File: src/hdl/pmsm_pkg.sv
// Shared constants, register indexes and saturation helper for the PMSM step model.
`timescale 1ns / 1ps
package pmsm_pkg;

  localparam int POLE_PAIRS = 4;
  localparam int INTEG_MODE = 2;
  localparam int SIG_FRAC   = 16;
  localparam int CFG_FRAC   = 24;

  localparam int CFG_IDX_W  = 4;

  localparam logic [CFG_IDX_W-1:0] REG_RESISTANCE = 4'd0;
  localparam logic [CFG_IDX_W-1:0] REG_D_IND      = 4'd1;
  localparam logic [CFG_IDX_W-1:0] REG_Q_IND      = 4'd2;
  localparam logic [CFG_IDX_W-1:0] REG_FLUX       = 4'd3;
  localparam logic [CFG_IDX_W-1:0] REG_INERTIA    = 4'd4;
  localparam logic [CFG_IDX_W-1:0] REG_FRICTION   = 4'd5;
  localparam logic [CFG_IDX_W-1:0] REG_BRAKE      = 4'd6;
  localparam logic [CFG_IDX_W-1:0] REG_TIME_STEP  = 4'd7;

  localparam logic [31:0] RST_RESISTANCE = 32'd8388608;
  localparam logic [31:0] RST_D_IND      = 32'd16777;
  localparam logic [31:0] RST_Q_IND      = 32'd16777;
  localparam logic [31:0] RST_FLUX       = 32'd1677722;
  localparam logic [31:0] RST_INERTIA    = 32'd1678;
  localparam logic [31:0] RST_FRICTION   = 32'd1678;
  localparam logic [31:0] RST_BRAKE      = 32'd0;
  localparam logic [31:0] RST_TIME_STEP  = 32'd168;

  // clamp a wide signed value to the signed 32-bit range
  function automatic logic signed [31:0] sat32(input logic signed [67:0] v);
    logic signed [67:0] hi;
    logic signed [67:0] lo;
    hi = 68'sh7FFFFFFF;
    lo = -68'sh80000000;
    if (v > hi) begin
      sat32 = 32'sh7FFFFFFF;
    end else if (v < lo) begin
      sat32 = 32'sh80000000;
    end else begin
      sat32 = v[31:0];
    end
  endfunction

endpackage

File: src/hdl/pmsm_div.sv
// Radix-2 restoring divider: (|num| << CFG_FRAC) / den, signed and saturated result.
`timescale 1ns / 1ps
module pmsm_div (
  input  logic               clk,
  input  logic               rst_n,
  input  logic               start,
  input  logic signed [31:0] num,
  input  logic        [31:0] den,
  output logic               done,
  output logic signed [31:0] quo
);
  localparam int DW = 32 + pmsm_pkg::CFG_FRAC;
  localparam int CW = $clog2(DW + 1);

  logic          busy_r;
  logic          done_r;
  logic [CW-1:0] cnt_r;
  logic [DW-1:0] dvd_r;
  logic [DW-1:0] q_r;
  logic [31:0]   rem_r;
  logic [31:0]   den_r;
  logic          neg_r;
  logic          zero_r;

  logic [31:0] mag;
  logic [32:0] trial;
  logic        fits;
  logic [32:0] diff;

  assign mag   = num[31] ? (~num + 32'd1) : num;
  assign trial = {rem_r, dvd_r[DW-1]};
  assign diff  = trial - {1'b0, den_r};
  assign fits  = (trial >= {1'b0, den_r});

  always_ff @(posedge clk) begin
    if (!rst_n) begin
      busy_r <= 1'b0;
      done_r <= 1'b0;
      cnt_r  <= '0;
    end else begin
      done_r <= 1'b0;
      if (start) begin
        busy_r <= 1'b1;
        cnt_r  <= CW'(DW);
        dvd_r  <= {mag, {pmsm_pkg::CFG_FRAC{1'b0}}};
        q_r    <= '0;
        rem_r  <= '0;
        den_r  <= den;
        neg_r  <= num[31];
        zero_r <= (den == 32'd0);
      end else if (busy_r) begin
        // shift in one dividend bit, subtract when the divisor fits
        rem_r <= fits ? diff[31:0] : trial[31:0];
        q_r   <= {q_r[DW-2:0], fits};
        dvd_r <= {dvd_r[DW-2:0], 1'b0};
        cnt_r <= cnt_r - CW'(1);
        if (cnt_r == CW'(1)) begin
          busy_r <= 1'b0;
          done_r <= 1'b1;
        end
      end
    end
  end

  always_comb begin
    if (zero_r) begin
      quo = '0;
    end else if (neg_r) begin
      if (q_r > DW'(33'h080000000)) begin
        quo = 32'sh80000000;
      end else begin
        quo = -$signed(q_r[31:0]);
      end
    end else begin
      if (q_r > DW'(32'h7FFFFFFF)) begin
        quo = 32'sh7FFFFFFF;
      end else begin
        quo = $signed(q_r[31:0]);
      end
    end
  end

  assign done = done_r;

endmodule

File: config.mk
export PLATFORM = sky130hd
export DESIGN_NAME = pmsm_div
export DESIGN_NICKNAME = d
export VERILOG_FILES = /design/src/hdl/pmsm_pkg.sv /design/src/hdl/pmsm_div.sv
export SDC_FILE = /design/constraint.sdc
export NUM_CORES = 1
export LEC_CHECK = 0
export ABC_AREA = 0
export BUFFER_PORTS_ARGS = -buffer_cell sky130_fd_sc_hd__buf_2
export CAP_MARGIN = 10
export CORE_ASPECT_RATIO = 1.75
export CORE_MARGIN = 4
export CORE_UTILIZATION = 55
export CTS_CLUSTER_SIZE = 40
export DETAILED_ROUTE_END_ITERATION = 10
export GPL_TIMING_DRIVEN = 0
export PLACE_DENSITY = 0.75
export SYNTH_ARGS = -nofsm -noshare
export SYNTH_HDL_FRONTEND = slang
export SYNTH_SLANG_ARGS = --single-unit
File: constraint.sdc
create_clock -name clk -period 4.75 [get_ports clk]
set_clock_uncertainty 0.2 [all_clocks]
set_input_delay 0.2375 -clock clk [delete_from_list [all_inputs] [get_ports clk]]
set_output_delay 0.2375 -clock clk [all_outputs]
set_load 0.005 [all_outputs]
Word-level counts from Yosys, hierarchy flattened --
Index checks and enable logic that the tools add are counted.
Word-level totals: flip-flop bits (word level) 185, input bits 67, output and inout port bits 33, word-level logic and storage cells 44
Operators by class: add/sub/neg operators 4, magnitude comparators 3, eq/ne operators 1, mux-type cells 16, bitwise gates (word level) 3, reductions and logical operators 6
Operators with widths (number):
- 32-bit two-way mux | 7
- 56-bit two-way mux | 3
- 56-bit by 31-bit greater-than comparator with 1-bit output (second input constant) | 1
- 56-bit by 32-bit greater-than comparator with 1-bit output (second input constant) | 1
- 33-bit by 32-bit greater-or-equal comparator with 1-bit output | 1
- 32-bit by 1-bit adder with 32-bit output (second input constant) | 1
- 32-bit zero test | 1
- 32-bit negator | 1
- 32-bit NOT | 1
- 32-bit subtractor | 1
- 6-bit two-way mux | 2
- 6-bit by 1-bit equality test with 1-bit output (second input constant) | 1
- 6-bit by 1-bit subtractor with 6-bit output (second input constant) | 1
- 1-bit two-way mux | 4
- 2-bit AND reduction | 2
- 3-bit OR reduction | 1
- 1-bit NOT | 2
- 2-bit nonzero test | 1
- 2-bit OR reduction | 1

Depth between registers and ports, before layout --
word-level depth 4, mapped depth 14, gate-level depth less buffers 12

Worst setup path before layout --
OpenSTA, ideal clock, no wires.
kind reg2reg, from reg busy_r, to reg dvd_r[24], enable pin, setup time 0.490 ns, data arrival time 3.280 ns, data required time 4.060 ns, path slack 0.781 ns, stages on the path, launching flop included 3, buffers on the path 1, period minus slack after synthesis 3.969 ns, cells stage by stage dfxtp_1 > clkbuf_1 > o21a_1
Between the ends: cells in the longest elaborated chain, start to end 2
Ends and longest elaborated chain:
- start: declaration | line pmsm_div.sv:15 | logic busy_r;
- start signal: assignment | line pmsm_div.sv:37 | busy_r <= 1'b0;
- start signal: assignment | line pmsm_div.sv:43 | busy_r <= 1'b1;
- start signal: assignment | line pmsm_div.sv:58 | busy_r <= 1'b0;
- 2-bit nonzero test (no source line)
- 2-bit AND reduction (no source line)
- end signal: assignment | line pmsm_div.sv:45 | dvd_r <= {mag, {pmsm_pkg::CFG_FRAC{1'b0}}};
- end signal: assignment | line pmsm_div.sv:55 | dvd_r <= {dvd_r[DW-2:0], 1'b0};
- end: declaration | line pmsm_div.sv:18 | logic [DW-1:0] dvd_r;
Every way passes these cells. A chain may end at the register's enable or synchronous reset.

Worst setup path in the final report --
from reg q_r[0], to out quo[12]
Between the ends: cells in the longest elaborated chain, start to end 4, elaborated cells on any way between the ends 7
Ends and longest elaborated chain:
- start: declaration | line pmsm_div.sv:19 | logic [DW-1:0] q_r;
- start signal: assignment | line pmsm_div.sv:54 | q_r <= {q_r[DW-2:0], fits};
- 56-bit by 31-bit greater-than comparator with 1-bit output, or another cell as far along | line pmsm_div.sv:75 | if (q_r > DW'(32'h7FFFFFFF)) begin
- 32-bit two-way mux, on equally long branches | line pmsm_div.sv:75, pmsm_div.sv:69
- 32-bit two-way mux * | line pmsm_div.sv:68 | end else if (neg_r) begin
- 32-bit two-way mux * | line pmsm_div.sv:66 | if (zero_r) begin
- end: declaration | line pmsm_div.sv:10 | output logic signed [31:0] quo
Mark *: on every way between the ends. The rest lies on a longest branch, timed or not.

==> flow_summary_export.csv <==
group,metric,value,unit
cells_and_area,fill_cells,1326,
worst_setup_path,critPathKind,"reg -> out",
cells_and_area,ff_latch_area,0.00478,sq mm
clock_tree,clk_path_buf_depth,2,
worst_setup_path,cp-startpoint,"q_r[0]",
detailed_routing,drt_iter0_markers,492,
placement,numPortBuffers,99,
logic_synthesis,synth_xor_area_share,5.98,%
logic_synthesis,synth_area_leaders,"edfxtp_1 49%, ha_1 4.7%, a21oi_1 4.3%, xor2_1 4.0%, nor2_1 3.7%",
cells_and_area,num_antenna_cells,0,
logic_synthesis,synth_fp_nets,1029,
floorplan,rows,63,
floorplan,core_region_area,0.0169,sq mm
logic_synthesis,ys_ff_latch,162,
floorplan,start_util,56.2,%
worst_hold_path,hp-start,"num[19]",
worst_setup_path,path_common_cell,"buf_2",
global_route,grt_pass1_vias,7668,
timing,period_share,89.5,%
worst_hold_path,min_path_type,"in -> reg",
logic_synthesis,yosysWarnings,0,
worst_setup_path,cp_top_family,"simple AND/OR/NAND/NOR gates",
floorplan,ios,100,
detailed_routing,vias,7650,
detailed_routing,route.detailed.drc,0,
clock_tree,clk_latency,440,ps
cells_and_area,synthToLayoutAreaGrowth,19.0,%
logic_synthesis,synth-async-reset-ratio,0,%
detailed_routing,drt-pass1-iter-count,4,
floorplan,die_area,0.0196,sq mm
logic_synthesis,synth_top_family_by_area,"simple AND/OR/NAND/NOR gates",
worst_setup_path,max_stage_delay,490,ps
worst_setup_path,worst-path-max-fanout,10,
timing,tightest_slew,822,ps
global_route,gr-usage-all-layers,23.6,%
timing,fin_crit,4250,ps
power,ir_worst_vdd,0.248,mV
clock_tree,clkSlewWorstSetupHoldPaths,70,ps
timing,final_hold_viol_count,0,
clock_tree,cts_tree,"yes",
worst_setup_path,crit_path_start_kind,"flip-flop",
detailed_routing,routed_wl,22400,microns
worst_setup_path,path_cells,"inv_1, ha_1, or3b_2, nor4b_2, nand2_1, nor2_1, nand3_1, o31ai_1, a21oi_1, or2_1, clkbuf_1, buf_2, a211oi_1, buf_2",
floorplan,die_w,107,microns
logic_synthesis,synth_mux_area_share,2.23,%
logic_synthesis,synth_cell_type_count,69,
timing,final_max_slew_viol_count,0,
placement,post-dp-hpwl,16200,microns
timing,relSlewSlack,45.2,%
floorplan,die_y,182,microns
worst_setup_path,slowest_stage,"or3b_2",
global_route,grt_pass1_wl,36700,microns
outcome,status,"complete, no violations",
clock_tree,root_buffer,"clkbuf_16",
timing,finalWorstSetupSlack,498,ps
logic_synthesis,yosys.area_share.simple,18.0,%
cells_and_area,fin_nets,1186,
clock_tree,postCtsResizedCells,0,
logic_synthesis,synth_area,0.00952,sq mm
cells_and_area,finalInstanceArea,0.0113,sq mm
worst_setup_path,critPathCaptureType,"output pin",
logic_synthesis,avgSynthCellArea,10.3,sq um
global_route,antenna_found_initial,0,
detailed_routing,avgRoutedWirePerCell,17.0,microns
global_route,grt.overflow.total,0,
logic_synthesis,synth_compound_area_share,14.7,%
clock_tree,cts_made_buffers,17,
placement,placed_area,0.0104,sq mm
logic_synthesis,post-synth-top-area-cell,"edfxtp_1",
worst_setup_path,path_buf_inv,4,
worst_setup_path,arrival,3810,ps
logic_synthesis,synthFlopType,"edfxtp_1",
power,cellPowerDensity,355,mW/mm^2
worst_setup_path,worstPathRequired,4310,ps
worst_setup_path,worstReg2RegStart,"rem_r[10]",
logic_synthesis,synth_adder_area_share,4.94,%
clock_tree,cts.sinks,162,
clock_tree,htree_levels,4,
logic_synthesis,synth-edff-count,154,
timing,fmax,0.235,GHz
worst_setup_path,r2r_slack,730,ps
placement,pre_cts_ws,859,ps
timing,grt_setup_unrepaired,"no",
logic_synthesis,synthCells,925,
global_route,grt_max_degree,66,
detailed_routing,viasPerCell,5.79,
logic_synthesis,ys_seq_area_share,50.2,%
power,power.leakage,4.45,nW
detailed_routing,drtAntennaViolNets,0,
cells_and_area,multi_input_area,0.00437,sq mm
placement,gp_congestion,0.917,
cells_and_area,layout-drive-gt1-share,14.9,%
flow_run,cap_violations,0,
logic_synthesis,synth_top_area_share,48.6,%
timing,setup_violations,0,
-- registers in the layout, summed over array words and instances, names as in the netlist --
| name | count |
|---|---|
| busy_r | 1 |
| cnt_r | 6 |
| den_r | 32 |
| done | 1 |
| dvd_r | 32 |
| neg_r | 1 |
| q_r | 56 |
| rem_r | 32 |
| zero_r | 1 |
-- placed cells by master (no fill, tap or decap), types with 12 or more instances in the layout --
| cell type | Yosys | routed |
|---|---|---|
| a211oi_1 | 31 | 31 |
| a21oi_1 | 81 | 81 |
| buf_2 | 4 | 103 |
| clkbuf_1 | 28 | 28 |
| clkbuf_16 | 0 | 17 |
| dlygate4sd3_1 | 0 | 37 |
| edfxtp_1 | 154 | 154 |
| ha_1 | 36 | 36 |
| inv_1 | 53 | 53 |
| mux2i_1 | 19 | 19 |
| nand2_1 | 66 | 66 |
| nor2_1 | 94 | 94 |
| nor2b_1 | 56 | 56 |
| nor3_1 | 25 | 25 |
| nor4_1 | 15 | 15 |
| o21ai_0 | 32 | 32 |
| o31ai_1 | 12 | 12 |
| xnor2_1 | 21 | 21 |
| xor2_1 | 44 | 44 |
-- timing repair --
action | CTS | global route
endpoints found under the hold margin | 44 | 0
hold buffers | 37 | 0
setup buffers | 0 | 0
-- report_power, final --
part           switching [W]  total (W)  leakage (nW)  internal [W]
clock network       0.000606    0.00139         0.290      0.000789
logic               0.000507   0.000865          2.61      0.000358
registers          0.0000602    0.00177          1.55       0.00171
-- cell usage after synthesis (all sizes together), types with 2 or more instances --
master and count:
dfxtp 8, o211ai 3, clkbuf 29, nor2b 56, mux2 2, nand3 12, o21ai 34, xor2 44
nor3 25, a31oi 5, nand4 8, o21bai 4, xnor2 21, or3 10, a31o 3, o21a 6
o31a 3, nand3b 6, o41ai 4, nor2 94, a311oi 8, edfxtp 154, and2 4, o31ai 13
nor4 18, or4 10, and3 6, a21oi 81, ha 36, a21boi 4, a211oi 31, mux2i 19
nor4b 2, or2 5, buf 8, inv 53, nand2b 5, nand2 66, a21o 10
-- kinds of logic after synthesis --
kind of cell | Yosys count
multiplexers | 21
adder cells (fa/ha/maj) | 37
AO/OA/AOI/OAI | 219
buffers and inverters | 91
XOR/XNOR | 65
flip-flops | 162
AND/OR/NAND/NOR | 330
-- metrics by stage --
step	instances	power [W]	hold slack, ps	util [%]	setup TNS, ps
finish	1322	0.00403	13.8	66.9	0
global route	1322	0.00422	31.6	66.9	0
detailed placement	1253	0.00263	231	61.2	0
CTS	1322	0.00404	8.63	66.9	0
floorplan	925	0.00239	136	-	0
global placement	1251	0.00261	229	60.8	-101900
-- layer usage --
layer | wire [microns] | part of all wire [%] | vias to the layer above | GRT usage (%)
met1 | 8670 | 39 | 3648 | 26.4
met5 | 0 | 0 | - | 0
met3 | 967 | 4.3 | 59 | 3.40
li1 | - | - | 3714 | -
met2 | 12000 | 54 | 229 | 43.1
met4 | 792 | 3.5 | 0 | 11.5
-- path summary, 6_finish.rpt --
path / to / cells after the start
setup / recovery: quo[12] / 14
hold / removal: dvd_r[43] / 3
setup reg to reg: rem_r[24] / 13
hold reg to reg: cnt_r[1] / 2
-- cell type report --
class	count	share of cell area [%]
sequential	162	42.2
timing repair buffer	138	8.13
buffer	38	1.53
inverter	53	1.76
multi-input combinational	672	38.6
clock buffer	17	3.75
clock inverter	15	1.49
tap	227	2.51
-- worst reg2reg max path, stage by stage (launching register included) --
cell	delay, ps
edfxtp_1	400
ha_1	300
clkbuf_1	360
o21ai_0	130
o21ai_0	250
a221oi_1	140
or2_2	290
o31a_1	130
a21oi_1	260
o21a_1	180
buf_2	320
clkbuf_1	570
nand2_1	150
a21oi_1	190
(Power assumes the default switching activity.)
